`src/design/itpt_pkg.sv`:
```
// Shared types and constants for the image transfer pack tracker.
// Used by itpt_ctrl, itpt_datapath and image_transfer_pack_tracker_core.
// No dependencies.
package itpt_pkg;

    // Item operation codes.
    localparam logic OP_START    = 1'b0;
    localparam logic OP_RESPONSE = 1'b1;

    // Configuration register indexes.
    localparam logic REG_IMAGE_SIZE = 1'b0;
    localparam logic REG_PACK_SIZE  = 1'b1;

    // Response payload length that the peer must send.
    localparam logic [15:0] RESP_LEN = 16'd4;

    // Pack number that marks a peer failure.
    localparam logic [31:0] PEER_FAIL_MARK = 32'hffff_ffff;

    // The dividend is 33 bits wide, one quotient bit per step.
    localparam int DIV_STEPS = 33;
    localparam int CNT_W     = 6;

    // Result status codes.
    typedef enum logic [2:0] {
        STAT_INFO_SENT  = 3'd0,
        STAT_INFO_ERR   = 3'd1,
        STAT_FIRST      = 3'd2,
        STAT_NEXT       = 3'd3,
        STAT_DONE       = 3'd4,
        STAT_FAILED     = 3'd5,
        STAT_BAD_LEN    = 3'd6,
        STAT_NOT_ACTIVE = 3'd7
    } status_t;

    // Controller states.
    typedef enum logic [1:0] {
        S_IDLE,
        S_DIVIDE,
        S_DELIVER
    } state_t;

    // Commands from the controller to the datapath.
    typedef struct packed {
        logic accept;
        logic div_step;
        logic div_last;
        logic load_out;
    } cmd_t;

    // Status from the datapath to the controller.
    typedef struct packed {
        logic need_div;
        logic out_free;
    } sts_t;

endpackage

```
`src/design/itpt_ctrl.sv`:
```
// Controller state machine of the pack tracker: sequences accept, divide and delivery.
// Depends on itpt_pkg.
module itpt_ctrl
(
    input  logic           clk,
    input  logic           rst_n,
    input  logic           in_valid,
    output logic           in_ready,
    input  itpt_pkg::sts_t sts,
    output itpt_pkg::cmd_t cmd
);
    import itpt_pkg::*;

    state_t             state_reg;
    state_t             state_next;
    logic [CNT_W-1:0]   cnt_reg;
    logic [CNT_W-1:0]   cnt_next;
    logic               last_step;

    assign last_step = (cnt_reg == CNT_W'(DIV_STEPS - 1));

    // State and step counter registers.
    always_ff @(posedge clk or negedge rst_n)
    begin
        if (!rst_n)
        begin
            state_reg <= S_IDLE;
            cnt_reg   <= '0;
        end
        else
        begin
            state_reg <= state_next;
            cnt_reg   <= cnt_next;
        end
    end

    // Next state and commands.
    always_comb
    begin
        state_next   = state_reg;
        cnt_next     = cnt_reg;
        cmd          = '0;
        in_ready     = 1'b0;
        unique case (state_reg)
            S_IDLE:
            begin
                in_ready = 1'b1;
                if (in_valid)
                begin
                    cmd.accept = 1'b1;
                    cnt_next   = '0;
                    state_next = sts.need_div ? S_DIVIDE : S_DELIVER;
                end
            end
            S_DIVIDE:
            begin
                cmd.div_step = 1'b1;
                cmd.div_last = last_step;
                cnt_next     = cnt_reg + CNT_W'(1);
                if (last_step)
                begin
                    state_next = S_DELIVER;
                end
            end
            S_DELIVER:
            begin
                if (sts.out_free)
                begin
                    cmd.load_out = 1'b1;
                    state_next   = S_IDLE;
                end
            end
            default:
            begin
                state_next = S_IDLE;
            end
        endcase
    end

endmodule

```
`src/design/itpt_datapath.sv`:
```
// Datapath of the pack tracker: configuration, transfer state, serial divider
// and the output register. Depends on itpt_pkg.
module itpt_datapath
(
    input  logic           clk,
    input  logic           rst_n,
    input  logic           cfg_write,
    input  logic           cfg_addr,
    input  logic [31:0]    cfg_data,
    input  logic           operation,
    input  logic [15:0]    payload_len,
    input  logic [31:0]    pack_number,
    input  logic           out_ready,
    output logic           out_valid,
    output logic [2:0]     status,
    output logic [31:0]    requested_pack,
    output logic [31:0]    total_packs,
    input  itpt_pkg::cmd_t cmd,
    output itpt_pkg::sts_t sts
);
    import itpt_pkg::*;

    logic [31:0] image_size_reg;
    logic [15:0] pack_size_reg;

    logic        active_reg;
    logic        active_next;
    logic [31:0] total_reg;
    logic [31:0] total_next;
    logic [31:0] next_pack_reg;
    logic [31:0] next_pack_next;
    status_t     stat_reg;
    status_t     stat_next;

    logic [15:0] div_reg;
    logic [15:0] div_next;
    logic [15:0] rem_reg;
    logic [15:0] rem_next;
    logic [32:0] quo_reg;
    logic [32:0] quo_next;
    logic [16:0] trial;
    logic        trial_ge;

    logic        out_valid_reg;
    logic        out_valid_next;
    logic [2:0]  out_status_reg;
    logic [31:0] out_req_reg;
    logic [31:0] out_total_reg;

    logic [32:0] sum33;
    logic [32:0] last33;
    logic [32:0] pnum33;

    assign sts.need_div = (operation == OP_START) && (pack_size_reg != 16'd0);
    assign sts.out_free = !out_valid_reg || out_ready;

    // Exact 33-bit terms for the start sum and the completion compare.
    assign sum33  = {1'b0, image_size_reg} + {17'd0, pack_size_reg} - 33'd1;
    assign last33 = {1'b0, total_reg} + 33'd1;
    assign pnum33 = {1'b0, pack_number};

    // One restoring division step.
    assign trial    = {rem_reg, quo_reg[32]};
    assign trial_ge = (trial >= {1'b0, div_reg});

    // Configuration registers.
    always_ff @(posedge clk or negedge rst_n)
    begin
        if (!rst_n)
        begin
            image_size_reg <= '0;
            pack_size_reg  <= '0;
        end
        else if (cfg_write)
        begin
            unique case (cfg_addr)
                REG_IMAGE_SIZE: image_size_reg <= cfg_data;
                REG_PACK_SIZE:  pack_size_reg  <= cfg_data[15:0];
                default:        image_size_reg <= image_size_reg;
            endcase
        end
    end

    // Transfer state, item evaluation and divider updates.
    always_comb
    begin
        active_next    = active_reg;
        total_next     = total_reg;
        next_pack_next = next_pack_reg;
        stat_next      = stat_reg;
        div_next       = div_reg;
        rem_next       = rem_reg;
        quo_next       = quo_reg;
        if (cmd.accept)
        begin
            if (operation == OP_START)
            begin
                if (pack_size_reg == 16'd0)
                begin
                    active_next = 1'b0;
                    total_next  = '0;
                    stat_next   = STAT_INFO_ERR;
                end
                else
                begin
                    div_next  = pack_size_reg;
                    rem_next  = '0;
                    quo_next  = sum33;
                    stat_next = STAT_INFO_SENT;
                end
            end
            else if (payload_len != RESP_LEN)
            begin
                stat_next = STAT_BAD_LEN;
            end
            else if (!active_reg)
            begin
                stat_next = STAT_NOT_ACTIVE;
            end
            else if (pack_number == PEER_FAIL_MARK)
            begin
                active_next = 1'b0;
                stat_next   = STAT_FAILED;
            end
            else if (pnum33 == last33)
            begin
                active_next = 1'b0;
                stat_next   = STAT_DONE;
            end
            else if ((pnum33 > last33) || (pack_number == 32'd0))
            begin
                active_next = 1'b0;
                stat_next   = STAT_FAILED;
            end
            else
            begin
                next_pack_next = pack_number;
                stat_next      = (pack_number == 32'd1) ? STAT_FIRST : STAT_NEXT;
            end
        end
        else if (cmd.div_step)
        begin
            if (trial_ge)
            begin
                rem_next = 16'(trial - {1'b0, div_reg});
            end
            else
            begin
                rem_next = trial[15:0];
            end
            quo_next = {quo_reg[31:0], trial_ge};
            if (cmd.div_last)
            begin
                total_next  = quo_next[31:0];
                active_next = 1'b1;
            end
        end
    end

    // Control state of the transfer.
    always_ff @(posedge clk or negedge rst_n)
    begin
        if (!rst_n)
        begin
            active_reg    <= 1'b0;
            total_reg     <= '0;
            next_pack_reg <= '0;
        end
        else
        begin
            active_reg    <= active_next;
            total_reg     <= total_next;
            next_pack_reg <= next_pack_next;
        end
    end

    // Divider and pending status registers.
    always_ff @(posedge clk)
    begin
        stat_reg <= stat_next;
        div_reg  <= div_next;
        rem_reg  <= rem_next;
        quo_reg  <= quo_next;
    end

    // Output valid flag.
    always_comb
    begin
        out_valid_next = out_valid_reg;
        if (cmd.load_out)
        begin
            out_valid_next = 1'b1;
        end
        else if (out_ready)
        begin
            out_valid_next = 1'b0;
        end
    end

    always_ff @(posedge clk or negedge rst_n)
    begin
        if (!rst_n)
        begin
            out_valid_reg <= 1'b0;
        end
        else
        begin
            out_valid_reg <= out_valid_next;
        end
    end

    // Output payload register.
    always_ff @(posedge clk)
    begin
        if (cmd.load_out)
        begin
            out_status_reg <= stat_reg;
            out_req_reg    <= next_pack_reg;
            out_total_reg  <= total_reg;
        end
    end

    assign out_valid      = out_valid_reg;
    assign status         = out_status_reg;
    assign requested_pack = out_req_reg;
    assign total_packs    = out_total_reg;

endmodule

```
`src/design/image_transfer_pack_tracker_core.sv`:
```
// Top level of the image transfer pack tracker.
// Depends on itpt_pkg, itpt_ctrl and itpt_datapath.
//
//  Channel  | Handshake              | Payload
//  ---------+------------------------+------------------------------------------
//  config   | cfg_write              | cfg_addr, cfg_data
//  input    | in_valid / in_ready    | operation, payload_len, pack_number
//  output   | out_valid / out_ready  | status, requested_pack, total_packs
//
// A response item, or a start item with a zero pack size, goes from accept straight to
// the deliver state, which loads the output register once it is free. A start item with
// a nonzero pack size first passes the divide state, where the serial divider retires one of
// its 33 quotient bits per cycle. One item is in work at a time; the output register lets
// a new item be accepted while an earlier result still waits on out_ready.
// Reset clears the configuration, the transfer state and the output valid.
module image_transfer_pack_tracker_core
(
    input  logic        clk,
    input  logic        rst_n,
    input  logic        cfg_write,
    input  logic        cfg_addr,
    input  logic [31:0] cfg_data,
    input  logic        in_valid,
    output logic        in_ready,
    input  logic        operation,
    input  logic [15:0] payload_len,
    input  logic [31:0] pack_number,
    output logic        out_valid,
    input  logic        out_ready,
    output logic [2:0]  status,
    output logic [31:0] requested_pack,
    output logic [31:0] total_packs
);
    import itpt_pkg::*;

    cmd_t cmd;
    sts_t sts;

    // Sequencing of each item.
    itpt_ctrl u_ctrl
    (
        .clk      (clk),
        .rst_n    (rst_n),
        .in_valid (in_valid),
        .in_ready (in_ready),
        .sts      (sts),
        .cmd      (cmd)
    );

    // State, divider and output register.
    itpt_datapath u_datapath
    (
        .clk            (clk),
        .rst_n          (rst_n),
        .cfg_write      (cfg_write),
        .cfg_addr       (cfg_addr),
        .cfg_data       (cfg_data),
        .operation      (operation),
        .payload_len    (payload_len),
        .pack_number    (pack_number),
        .out_ready      (out_ready),
        .out_valid      (out_valid),
        .status         (status),
        .requested_pack (requested_pack),
        .total_packs    (total_packs),
        .cmd            (cmd),
        .sts            (sts)
    );

endmodule
```
`config.mk`:
```
export PLATFORM = sky130hd
export DESIGN_NAME = image_transfer_pack_tracker_core
export DESIGN_NICKNAME = d
export VERILOG_FILES = /design/src/design/itpt_pkg.sv /design/src/design/itpt_ctrl.sv /design/src/design/itpt_datapath.sv /design/src/design/image_transfer_pack_tracker_core.sv
export SDC_FILE = /design/constraint.sdc
export NUM_CORES = 1
export LEC_CHECK = 0
export ABC_AREA = 1
export ABC_CLOCK_PERIOD_IN_PS = 7600
export BUFFER_PORTS_ARGS = -buffer_cell sky130_fd_sc_hd__buf_2
export CAP_MARGIN = 20
export CELL_PAD_IN_SITES_DETAIL_PLACEMENT = 0
export CELL_PAD_IN_SITES_GLOBAL_PLACEMENT = 1
export CORE_ASPECT_RATIO = 0.5
export CORE_MARGIN = 10
export CORE_UTILIZATION = 45
export DETAILED_ROUTE_END_ITERATION = 16
export GPL_TIMING_DRIVEN = 0
export PLACE_DENSITY_LB_ADDON = 0.12
export SYNTH_ARGS = -nofsm -noshare
export SYNTH_HDL_FRONTEND = slang
export SYNTH_SLANG_ARGS = --single-unit
```
`constraint.sdc`:
```
create_clock -name clk -period 7.6 [get_ports clk]
set_clock_uncertainty 0.05 [all_clocks]
set_input_delay 0.38 -clock clk [delete_from_list [all_inputs] [get_ports clk]]
set_output_delay 0.38 -clock clk [all_outputs]
set_load 0.02 [all_outputs]
```
# After elaboration in Yosys (flattened, before gate mapping)
# Cells that the tools add are included.
# classes
addsub	5
eq_ne	15
bitwise	7
reduce_logical	21
muxes	47
n_lt_le_gt_ge	2
# ops
operator	n
2-to-1 mux 32 bit	5
2-to-1 mux 33 bit	4
2-to-1 mux 16 bit	5
adder 32 x 1 -> 33 bit (second input constant)	1
adder 32 x 16 -> 33 bit	1
== test 32 x 33 -> 1 bit	1
greater-than comparator 32 x 33 -> 1 bit	1
subtractor 33 x 1 -> 33 bit (second input constant)	1
== test 32 x 1 -> 1 bit (second input constant)	1
== test 32 bit (second input constant)	1
zero test 32 bit	1
2-to-1 mux 1 bit	19
2-to-1 mux 3 bit	6
greater-or-equal comparator 17 x 16 -> 1 bit	1
zero test 16 bit	1
!= test 16 x 3 -> 1 bit (second input constant)	1
nonzero test 16 bit	1
subtractor 16 bit	1
one-hot mux 6 bit (2 select lines)	1
2-to-1 mux 2 bit	5
AND reduction 3 bit	3
!= test 2 bit (second input constant)	4
AND reduction 4 bit	2
nonzero test 2 bit	4
other kinds (16)	26
# totals
wordCells	112
reg_bits	257
input_bits	87
output_inout_bits	69

# Logic depth before layout (Yosys ltp)
# Gate-level depths: netlist of run 1.
# depth
word_depth	10
mapped_depth	24
ltp_nobuf	24

# By module
# From an unflattened synthesis of run 1, not the netlist that was laid out.
# hier_totals
cells_unflattened	1701
area_unflattened_um2	14667.8
# modules_own_cells
module	area_each_um2	seq_area_each_um2	cells_each	n_inst
itpt_datapath	14177.3	6906.6	1634	1
itpt_ctrl	490.5	200.2	67	1

# Least setup slack after synthesis of run 1
# No wires, ideal clock.
# synth_path
path_type	register -> register
start	register u_ctrl.state_reg[0]
end	register u_datapath.out_req_reg[0] (netlist: u_datapath.requested_pack[0]) (enable)
synth_period_minus_slack_ns	3.903
n_path_buf	0
setup_ns	0.493
path_stages_with_launch	4
path_slack_ns	3.697
required_time_ns	7.057
arrival_time_ns	3.360
path_cell_list	dfrtp_1 > nor2_1 > inv_1 > nor2_1
# synth_lines
element	line_no	rtl
start, declared	itpt_ctrl.sv:14	state_t state_reg;
start signal, assigned	itpt_ctrl.sv:32	state_reg <= state_next;
end signal, assigned	itpt_datapath.sv:218	out_req_reg <= next_pack_reg;
end, declared	itpt_datapath.sv:47	logic [31:0] out_req_reg;

# Worst setup path after layout of run 1
# layout_path
start	register u_datapath.total_reg[5]
end	register u_datapath.next_pack_reg[27]
# layout_between
elab_chain_len	5
elab_cells_between_ends	7
classes_between	1 x add/sub; 1 x order compare; 1 x eq/ne; 2 x bitwise; 2 x reduce/logical
# layout_rtl
element	line_no	rtl
start, declared	itpt_datapath.sv:28	logic [31:0] total_reg;
start signal, assigned	itpt_datapath.sv:172	total_reg <= total_next;
adder 32 x 1 -> 33 bit (*)	itpt_datapath.sv:59	assign last33 = {1'b0, total_reg} + 33'd1;
greater-than comparator 32 x 33 -> 1 bit	itpt_datapath.sv:130	else if ((pnum33 > last33) || (pack_number == 32'd0))
logical OR 1 bit	itpt_datapath.sv:130	
inverter 1 bit (no line)	n/a	
AND reduction 7 bit (no line) (*)	n/a	
end signal, assigned	itpt_datapath.sv:173	next_pack_reg <= next_pack_next;
end, declared	itpt_datapath.sv:30	logic [31:0] next_pack_reg;
# Every way passes the cells marked *; elsewhere a longest branch is shown, timed or not.
# A chain may end at the register's enable or synchronous reset.

==> flow_summary.yaml, run 1 <==
floorplanning:
  coreArea_um2: 31540
  fp.dieArea_um2: 39770
  initial_utilization: 0.4538
  num_rows: 46
  die_x_um: 272.2
  io_pins: 156
  die-height_um: 146.1
routing:
  drt_iter0_drc: 933
  wl_um: 39740
  routed.top_layer: "met4"
  wl_met3_um: 1897
  via_count: 11642
  wl_met2_um: 16180
  avgViaCountPerCell: 5.071
  ant_nets: 0
  drtPass1Iterations: 6
  drt-met1-wl_um: 20970
  wl_per_cell_um: 17.31
  drc: 0
critical_path:
  cp.required_ns: 8.05
  crit_end: "u_datapath.next_pack_reg[27]$_DFFE_PN0P_"
  crit_start: "u_datapath.total_reg[5]$_DFFE_PN0P_"
  end_kind: "flop"
  r2r_end: "u_datapath.next_pack_reg[27]$_DFFE_PN0P_"
  critPathMaxFanout: 10
  reg2reg_depth: 23
  cp.arrival_ns: 4.43
  r2r_start: "u_datapath.total_reg[5]$_DFFE_PN0P_"
  critPathKind: "flop to flop"
  critPathLaunchType: "flop"
  reg2reg_slack_ns: 3.62
yosys:
  syn_nets: 1845
  netlist-cell-type-count: 47
  ys.flop_type: "edfxtp_1"
  post-synth-top-count-cell: "nand2_1"
  yosysSeqAreaShare: 0.4965
  synth.top_cell.area_share: 0.2832
  avgSynthCellArea_um2: 8.633
  synth_seq_cells: 257
  synth_edf_count: 135
  yosys_warnings: 0
  synthTopCellsByCount: "nand2_1, inv_1, edfxtp_1, nor2_1, dfrtp_1"
  synthArstFlopShare: 0.4747
  synthCells: 1658
  synth_area_leader_cell: "edfxtp_1"
  syn_area_um2: 14310
  synth_area_leaders: "edfxtp_1, dfrtp_1, nand2_1"
power_and_ir_drop:
  power.density_nw_per_um2: 318.8
  power_mw: 5.310
  p_clk_frac: 0.262
  pwr-share-comb: 0.359
  p_switching_mw: 2.001
  vdd_drop_max_v: 0.0001837
  seq_power_share: 0.379
  swShare: 0.3769
  p_int_mw: 3.309
  power.leakage_nw: 7.715
placement:
  hpwl_um: 31850
  gp_congestion: 0.9036
  portBuffers: 155
flow_run:
  maxCapViolations: 0
cells_and_area:
  drive_gt1_frac: 0.1261
  largest_register_ffs: 33
  regArea_um2: 7107
  diodes: 0
  multi_input_area_um2: 6153
  nFillCells: 3028
  syn_to_final_growth_pct: 16.36
  final_nets: 2032
clocking:
  cts.reportedPaths.clkPinSlew_ns: 0.07
  cts_sinks: 257
  ctsLongestPathBuffers: 3
  postCtsSetupRepairBufs: 0
  cts_buffers: 25
  cts_root_buffer: "clkbuf_16"
  cts_tree: "done"
  htree_levels: 1
  insertion_delay_ns: 0.56
timing:
  setup_viol: 0
  slew_headroom: 0.3160
  setup_tns_ns: 0
  tightest_slew_ns: 1.024
  period_share: 0.5235
  layout_min_cycle_time_ns: 3.979
  finalMaxSlewViolations: 0
  hold_viol_final: 0
  fmax_ghz: 0.2513
  grt_setup_unrepaired: "false"
global_routing:
  grt_pass1_vias: 11472
  grt_max_degree: 93
  grt_antenna_before_repair: 0
  grt_pass1_wl_um: 63780
  grt_usage: 0.1987
  gr-total-overflow: 0
run_status:
  status: "finished clean"
hold_path:
  min_path_type: "input port to flop"
==> power groups by stage <==
| stage | Clock (mW) | Sequential, mW | Combinational [mW] |
|---|---|---|---|
| 2_1_floorplan | 0 | 2.11 | 1.18 |
| 3_3_place_gp | 0 | 2.06 | 1.84 |
| 3_5_place_dp | 0 | 2.04 | 1.89 |
| 4_1_cts | 1.42 | 2.01 | 1.90 |
| 5_1_grt | 1.48 | 2.04 | 2.15 |
| 6_report | 1.39 | 2.01 | 1.90 |
==> how the worst min path moves through the flow <==
| stage | from | cells after the start | endpoint |
|---|---|---|---|
| final | cfg_data[31] | 3 | u_datapath.image_size_reg[31]$_DFFE_PN0P_ |
| after global routing | cfg_data[18] | 3 | u_datapath.image_size_reg[18]$_DFFE_PN0P_ |
| after CTS | cfg_data[26] | 3 | u_datapath.image_size_reg[26]$_DFFE_PN0P_ |
| after detailed placement | rst_n | 1 | u_datapath.next_pack_reg[28]$_DFFE_PN0P_ |
| after global placement | u_datapath.stat_reg[1]$_SDFFCE_PN0P_ | 0 | u_datapath.status[1]$_DFFE_PP_ |
| after floorplan | rst_n | 0 | u_ctrl.cnt_reg[0]$_DFFE_PN0P_ |
==> cell families after synthesis <==
group / after synthesis / synth area share
AND/OR/NAND/NOR: 702 / 0.2093
AO/OA/AOI/OAI: 280 / 0.1049
XOR/XNOR: 42 / 0.02570
adder cells (fa/ha/maj): 100 / 0.08846
flip-flops: 257 / 0.4965
buffers and inverters: 276 / 0.07448
multiplexers: 1 / 0.0006993
==> critical path, stage by stage, from the launching register on <==
cell	delay, ns
dfrtp_1	0.45
nand2_1	0.10
nor2_1	0.17
nand2_1	0.07
nor2_1	0.21
inv_2	0.05
nor2_2	0.12
inv_2	0.07
nor2_2	0.11
inv_2	0.07
nor3_2	0.25
nand2_1	0.09
a22oi_1	0.17
inv_1	0.07
ha_1	0.29
nand2_1	0.06
nor4_1	0.30
nand2_1	0.11
nor2_1	0.26
a21oi_4	0.12
nand4_1	0.29
buf_2	0.28
nand2_1	0.08
nand2_1	0.06
==> timing repair <==
item,CTS,global route
hold endpoints to repair,30,0
gates resized for setup,0,0
endpoints found under the setup margin,0,0
hold buffers,1,0
==> metal layers <==
metal  vias to the layer above  GRT usage
met5                         -          0
met4                         0    0.03759
met3                        33    0.03195
met2                       241     0.2892
met1                      5450     0.3045
li1                       5918          -
==> metrics by stage <==
| step | utilization | hold WS (ns) | instance area, um2 | setup slack [ns] | cells |
|---|---|---|---|---|---|
| floorplan | - | 0.03441 | 14310 | 3.697 | 1658 |
| finish | 0.5281 | 0.03069 | 16660 | 3.621 | 2296 |
| global placement | 0.4956 | 0.3571 | 15630 | 2.691 | 2245 |
| detailed placement | 0.4987 | 0.2246 | 15730 | 3.635 | 2249 |
| global route | 0.5281 | 0.03307 | 16660 | 3.265 | 2296 |
| CTS | 0.5281 | 0.007761 | 16660 | 3.603 | 2296 |
==> cells in the final DEF (no fill, tap or decap), types with 35 or more instances in the layout <==
master    instances
buf_2           160
o21ai_0         106
edfxtp_1        135
dfrtp_1         122
a21oi_1         100
ha_1             98
o21ai_1          36
nand3_1          84
nor2_1          132
nand2_1         392
inv_1           229
nand4_1          35
==> final cells by class <==
cell class                      count  share of cell area
Sequential cell                   257              0.4267
Buffer                             36            0.009916
Tap cell                          432             0.03245
Inverter                          240             0.05409
Clock buffer                       34             0.04395
Timing Repair Buffer              160             0.05228
Multi-Input combinational cell   1125              0.3694
Clock inverter                     12             0.01119
Note: power is estimated with default switching activity, not from simulation.
==> inputs of run 2 (changes only) <==
- ABC_CLOCK_PERIOD_IN_PS: 7600 -> 3600
- CORE_UTILIZATION: 45 -> 41
- clock period: 7.6 -> 3.6 ns (I/O delays scaled with it)
==> flow_summary.yaml, run 2 (synthesized netlist as in run 1, its figures left out) <==
run_status:
  status: "finished clean"
critical_path:
  reg2reg_slack_ns: 0.14
  critPathTopFamily: "simple AND/OR/NAND/NOR gates"
  end_kind: "flop"
  reg2reg_depth: 24
  slowest_stage: "dfrtp_2"
  critPathLaunchType: "flop"
  r2r_end: "u_datapath.next_pack_reg[24]$_DFFE_PN0P_"
  critPathKind: "flop to flop"
  cp_common_cell: "nand2_1"
  cp.arrival_ns: 3.91
  crit_chain: "nand2_1 > nor2_2 > nand2_2 > nor2_4 > inv_2 > nor2_4 > inv_2 > nor2_4 > inv_4 > nor3_4 > nand2_1 > a22oi_2 > inv_1 > ha_4 > nand2_2 > nor4_2 > nand2_1 > nor2_4 > a21oi_4 > nand4_1 > buf_6 > buf_8 > nand2_1 > nand2_1"
  cp.required_ns: 4.05
  cpPeakStageDelay_ns: 0.40
  critPathBufInv: 6
  r2r_start: "u_datapath.total_reg[4]$_DFFE_PN0P_"
  critPathMaxFanout: 10
clocking:
  insertion_delay_ns: 0.56
  cts_sinks: 257
  htree_levels: 1
  cts_tree: "done"
  cts.reportedPaths.clkPinSlew_ns: 0.06
  cts_buffers: 25
  cts_root_buffer: "clkbuf_16"
  ctsLongestPathBuffers: 3
power_and_ir_drop:
  power.leakage_nw: 8.192
  power.density_nw_per_um2: 626.9
  vdd_drop_max_v: 0.0003529
timing:
  setup_ws_ns: 0.1428
  holdWs_ns: 0.02578
  tightest_slew_ns: 0.9511
  finalMaxSlewViolations: 0
  hold_viol_final: 0
  fmax_ghz: 0.2893
  grt_setup_unrepaired: "true"
  period_share: 0.9603
  slew_headroom: 0.3644
  setup_viol: 0
  layout_min_cycle_time_ns: 3.457
placement:
  dp_cells: 2292
  pre_cts_ws_ns: -0.4145
  gp_congestion: 0.8512
  hpwl_um: 33290
  portBuffers: 155
floorplanning:
  io_pins: 156
  initial_utilization: 0.4152
  num_rows: 48
  die_x_um: 284.2
  fp.dieArea_um2: 43240
  coreArea_um2: 34470
  die-height_um: 152.1
routing:
  routed.top_layer: "met4"
  via_count: 11980
  drt_iter0_drc: 861
  drtPass1Iterations: 6
  ant_nets: 0
  wl_per_cell_um: 17.47
  wl_met2_um: 18430
  wl_met3_um: 2136
  avgViaCountPerCell: 4.920
  drt-met1-wl_um: 21410
  drc: 0
  wl_um: 42550
global_routing:
  grt_pass1_vias: 11784
  grt_usage: 0.1907
  grt_antenna_before_repair: 0
  grt_pass1_wl_um: 66760
  grt_max_degree: 93
  gr-total-overflow: 0
cells_and_area:
  final_nets: 2128
  nFillCells: 3284
  fin_cells: 2435
  syn_to_final_growth_pct: 24.89
  largest_register_ffs: 33
  mostFrequentLayoutCell: "nand2_1"
  final_util: 0.5185
  drive_gt1_frac: 0.1587
  layout_common_cells: "nand2_1, inv_1, buf_2"
  diodes: 0
hold_path:
  hold_start: "cfg_write"
  min_path_type: "input port to flop"
  whs_path_depth: 4
  whs_endpoint: "u_datapath.pack_size_reg[15]$_DFFE_PN0P_"
flow_run:
  maxCapViolations: 0
[run 2: changes by cell type in the layout (fill, tap and decap cells not counted), moves of 5 or more]
cell,delta
nand2_2,+20
dfrtp_1,-6
nand2_1,-21
dfrtp_2,+6
nor2_4,+5
dlygate4sd3_1,+69
buf_4,+24
[run 2: timing repair]
item | CTS | global route
resized for setup | 12 | 61
endpoints found under the setup margin | 36 | 36
hold buffers | 70 | 0
buffers inserted | 3 | 22
gates cloned | 0 | 2
hold endpoints to repair | 206 | 0
pin swaps | 2 | 23
[run 2: worst max-delay path by stage]
stage	start	to	slack (ns)	depth (start not counted)
after global routing	u_datapath.total_reg[0]$_DFFE_PN0P_	u_datapath.next_pack_reg[25]$_DFFE_PN0P_	-0.10	22
after floorplan	u_datapath.total_reg[5]$_DFFE_PN0P_	u_datapath.stat_reg[0]$_DFFE_PP_	0.39	23
after detailed placement	u_datapath.total_reg[6]$_DFFE_PN0P_	u_datapath.next_pack_reg[3]$_DFFE_PN0P_	-0.41	23
after global placement	u_datapath.total_reg[6]$_DFFE_PN0P_	u_datapath.next_pack_reg[0]$_DFFE_PN0P_	-0.37	23
after CTS	u_datapath.total_reg[4]$_DFFE_PN0P_	u_datapath.next_pack_reg[11]$_DFFE_PN0P_	0.0008	24
final	u_datapath.total_reg[4]$_DFFE_PN0P_	u_datapath.next_pack_reg[24]$_DFFE_PN0P_	0.14	24
[run 2: final cells by class]
class	count	area [um2]	area share
Inverter	240	903.4	0.05054
Multi-Input combinational cell	1125	6379	0.3568
Buffer	36	198.9	0.01113
Clock buffer	34	720.7	0.04032
Sequential cell	257	7114	0.3980
Timing Repair Buffer	256	1803	0.1009
Clock inverter	12	162.7	0.009099
Tap cell	475	594.3	0.03325
[run 2: power by group]
group          leakage (nW)  switching, mW  internal, mW
Combinational          4.88           2.79          1.33
Clock                 0.439           1.19          1.64
Sequential             2.88          0.275          3.98
Total                  8.19           4.25          6.95
[run 2: routing by layer]
metal | vias to the layer above | track usage
met5 | - | 0
met4 | 0 | 0.03261
met3 | 35 | 0.03752
met2 | 249 | 0.2928
met1 | 5598 | 0.2771
li1 | 6098 | -
[run 2: worst register-to-register path, stage by stage, from the launching register on]
cell and delay (ns):
dfrtp_2 0.40, nand2_1 0.09, nor2_2 0.17, nand2_2 0.09, nor2_4 0.15, inv_2 0.06, nor2_4 0.09, inv_2 0.07
nor2_4 0.11, inv_4 0.05, nor3_4 0.28, nand2_1 0.10, a22oi_2 0.12, inv_1 0.09, ha_4 0.27, nand2_2 0.04
nor4_2 0.17, nand2_1 0.14, nor2_4 0.18, a21oi_4 0.09, nand4_1 0.13, buf_6 0.17, buf_8 0.15, nand2_1 0.06
nand2_1 0.05
[run 2: through the flow]
step                      total power, mW  setup TNS [ns]  cell area (um2)
after floorplan                     6.933               0            14320
final                               11.21               0            17880
after global placement              8.266          -14.47            15690
after detailed placement            8.343          -12.47            15780
after global routing                11.96          -2.460            17880
after CTS                           11.27               0            17420
==> inputs of run 3 (changes only) <==
- GPL_TIMING_DRIVEN: 0 -> 1
- REMOVE_ABC_BUFFERS: not set -> 1
==> flow_summary.yaml, run 3 (synthesized netlist as in run 1, its figures left out) <==
power_and_ir_drop:
  power.density_nw_per_um2: 622.8
  p_switching_mw: 4.114
  power.leakage_nw: 8.134
  pwr-share-comb: 0.359
  seq_power_share: 0.388
  p_clk_frac: 0.253
  p_int_mw: 6.818
  vdd_drop_max_v: 0.0003788
  swShare: 0.3763
critical_path:
  cp.arrival_ns: 3.74
  critPathLaunchType: "flop"
  crit_chain: "ha_2 > nand3_2 > nor2_2 > nand2_1 > or4_4 > xor2_2 > ha_1 > nand2_1 > nand2_1 > nand2_1 > nand2_1 > nand2_1 > nand2_1 > nor2_1 > nand3_1 > nand2_1 > nand2_1 > a21oi_2 > nand4_1 > buf_4 > clkbuf_16 > nand2_1 > nand2_1"
  critPathKind: "flop to flop"
  reg2reg_slack_ns: 0.25
  reg2reg_depth: 23
  end_kind: "flop"
  slowest_stage: "or4_4"
  critPathBufInv: 2
  cp_common_cell: "nand2_1"
  cp.required_ns: 3.99
  critPathMaxFanout: 16
  r2r_end: "u_datapath.next_pack_reg[16]$_DFFE_PN0P_"
  critPathTopFamily: "simple AND/OR/NAND/NOR gates"
  r2r_start: "u_datapath.total_reg[0]$_DFFE_PN0P_"
  cpPeakStageDelay_ns: 0.45
timing:
  tightest_slew_ns: 0.9735
  period_share: 0.9312
  setup_tns_ns: 0
  layout_min_cycle_time_ns: 3.352
  hold_viol_final: 0
  finalMaxSlewViolations: 0
  slew_headroom: 0.3494
  fmax_ghz: 0.2983
  setup_viol: 0
global_routing:
  grt_antenna_before_repair: 1
  grt_usage: 0.1793
  grt_pass1_vias: 11961
  grt_pass1_wl_um: 63790
  grt_max_degree: 83
  gr-total-overflow: 0
floorplanning:
  coreArea_um2: 34470
  die-height_um: 152.1
  io_pins: 156
  num_rows: 48
  die_x_um: 284.2
  fp.dieArea_um2: 43240
  initial_utilization: 0.4152
placement:
  gp_congestion: 0.8721
  portBuffers: 155
  dp_cells: 2285
  hpwl_um: 30100
run_status:
  status: "finished clean"
cells_and_area:
  final_util: 0.5092
  layout_common_cells: "nand2_1, inv_1, buf_2"
  fin_cells: 2410
  final_nets: 2102
  largest_register_ffs: 33
  diodes: 0
  drive_gt1_frac: 0.1452
  mostFrequentLayoutCell: "nand2_1"
  syn_to_final_growth_pct: 22.63
routing:
  drt_iter0_drc: 831
  wl_per_cell_um: 16.55
  ant_nets: 0
  avgViaCountPerCell: 4.928
  wl_um: 39880
  drtPass1Iterations: 5
  drc: 0
  via_count: 11877
clocking:
  insertion_delay_ns: 0.55
  cts_tree: "done"
  cts.reportedPaths.clkPinSlew_ns: 0.07
  ctsLongestPathBuffers: 3
  cts_root_buffer: "clkbuf_16"
  cts_sinks: 257
  cts_buffers: 26
  htree_levels: 1
hold_path:
  min_path_type: "input port to async pin"
flow_run:
  maxCapViolations: 0
==> run 3: metrics by stage <==
| step | hold slack, ns | setup WS [ns] | power (mW) | cell area (um2) |
|---|---|---|---|---|
| 2_1_floorplan | -0.1656 | -1.138 | 6.915 | 14150 |
| 3_3_place_gp | 0.1503 | 0.1273 | 8.136 | 15830 |
| 3_5_place_dp | 0.1776 | 0.02463 | 8.182 | 15830 |
| 4_1_cts | 0.1162 | 0.002745 | 11.05 | 17360 |
| 5_1_grt | 0.1699 | -0.04074 | 11.72 | 17550 |
| 6_report | 0.1257 | 0.2477 | 10.93 | 17550 |
==> run 3: timing repair <==
| action | in CTS | in global routing |
|---|---|---|
| resized for setup | 0 | 20 |
| buffers inserted | 0 | 7 |
| hold buffers | 68 | 0 |
| hold endpoints to repair | 126 | 0 |
| endpoints found under the setup margin | 0 | 36 |
==> run 3: worst max path at each step <==
stage | startpoint | endpoint | cells after the start
after floorplan | u_ctrl.state_reg[0]$_DFFE_PN0P_ | u_datapath.total_reg[0]$_DFFE_PN0P_ | 8
after global placement | u_datapath.total_reg[1]$_DFFE_PN0P_ | u_datapath.next_pack_reg[0]$_DFFE_PN0P_ | 22
after detailed placement | u_datapath.total_reg[1]$_DFFE_PN0P_ | u_datapath.next_pack_reg[1]$_DFFE_PN0P_ | 22
after CTS | u_datapath.total_reg[1]$_DFFE_PN0P_ | u_datapath.next_pack_reg[1]$_DFFE_PN0P_ | 22
after global routing | u_datapath.total_reg[0]$_DFFE_PN0P_ | u_datapath.next_pack_reg[7]$_DFFE_PN0P_ | 23
final | u_datapath.total_reg[0]$_DFFE_PN0P_ | u_datapath.next_pack_reg[16]$_DFFE_PN0P_ | 23
==> run 3: cell type report <==
| class | instances | area (um2) |
|---|---|---|
| well taps | 475 | 594.3 |
| multi-input cells | 1125 | 6247 |
| flip-flops and latches | 257 | 7107 |
| inverters | 240 | 900.9 |
| clock buffers | 31 | 690.7 |
| clock inverters | 17 | 163.9 |
| fillers | 3293 | 16920 |
| repair buffers | 265 | 1849 |
==> run 3: power by group through the flow <==
stage / Clock [mW] / Combinational, mW / Sequential [mW]
2_1_floorplan: 0 / 2.46 / 4.45
3_3_place_gp: 0 / 3.86 / 4.27
3_5_place_dp: 0 / 3.89 / 4.29
4_1_cts: 2.84 / 3.97 / 4.24
5_1_grt: 2.95 / 4.47 / 4.30
6_report: 2.77 / 3.93 / 4.24
==> run 3: per-layer routing <==
metal | track usage | wire [um] | vias to the layer above
met5 | 0 | 0 | -
met4 | 0.03737 | 847 | 0
met3 | 0.02695 | 1437 | 50
met2 | 0.2980 | 18290 | 185
met1 | 0.2446 | 19310 | 5578
li1 | - | - | 6064
==> run 3: worst reg2reg max path, stage by stage, from the launching register on <==
cell and delay, ns:
dfrtp_1 0.38, ha_2 0.22, nand3_2 0.10, nor2_2 0.15, nand2_1 0.10, or4_4 0.45, xor2_2 0.17, ha_1 0.30
nand2_1 0.06, nand2_1 0.04, nand2_1 0.05, nand2_1 0.05, nand2_1 0.06, nand2_1 0.04, nor2_1 0.08, nand3_1 0.08
nand2_1 0.07, nand2_1 0.10, a21oi_2 0.13, nand4_1 0.08, buf_4 0.18, clkbuf_16 0.17, nand2_1 0.07, nand2_1 0.05
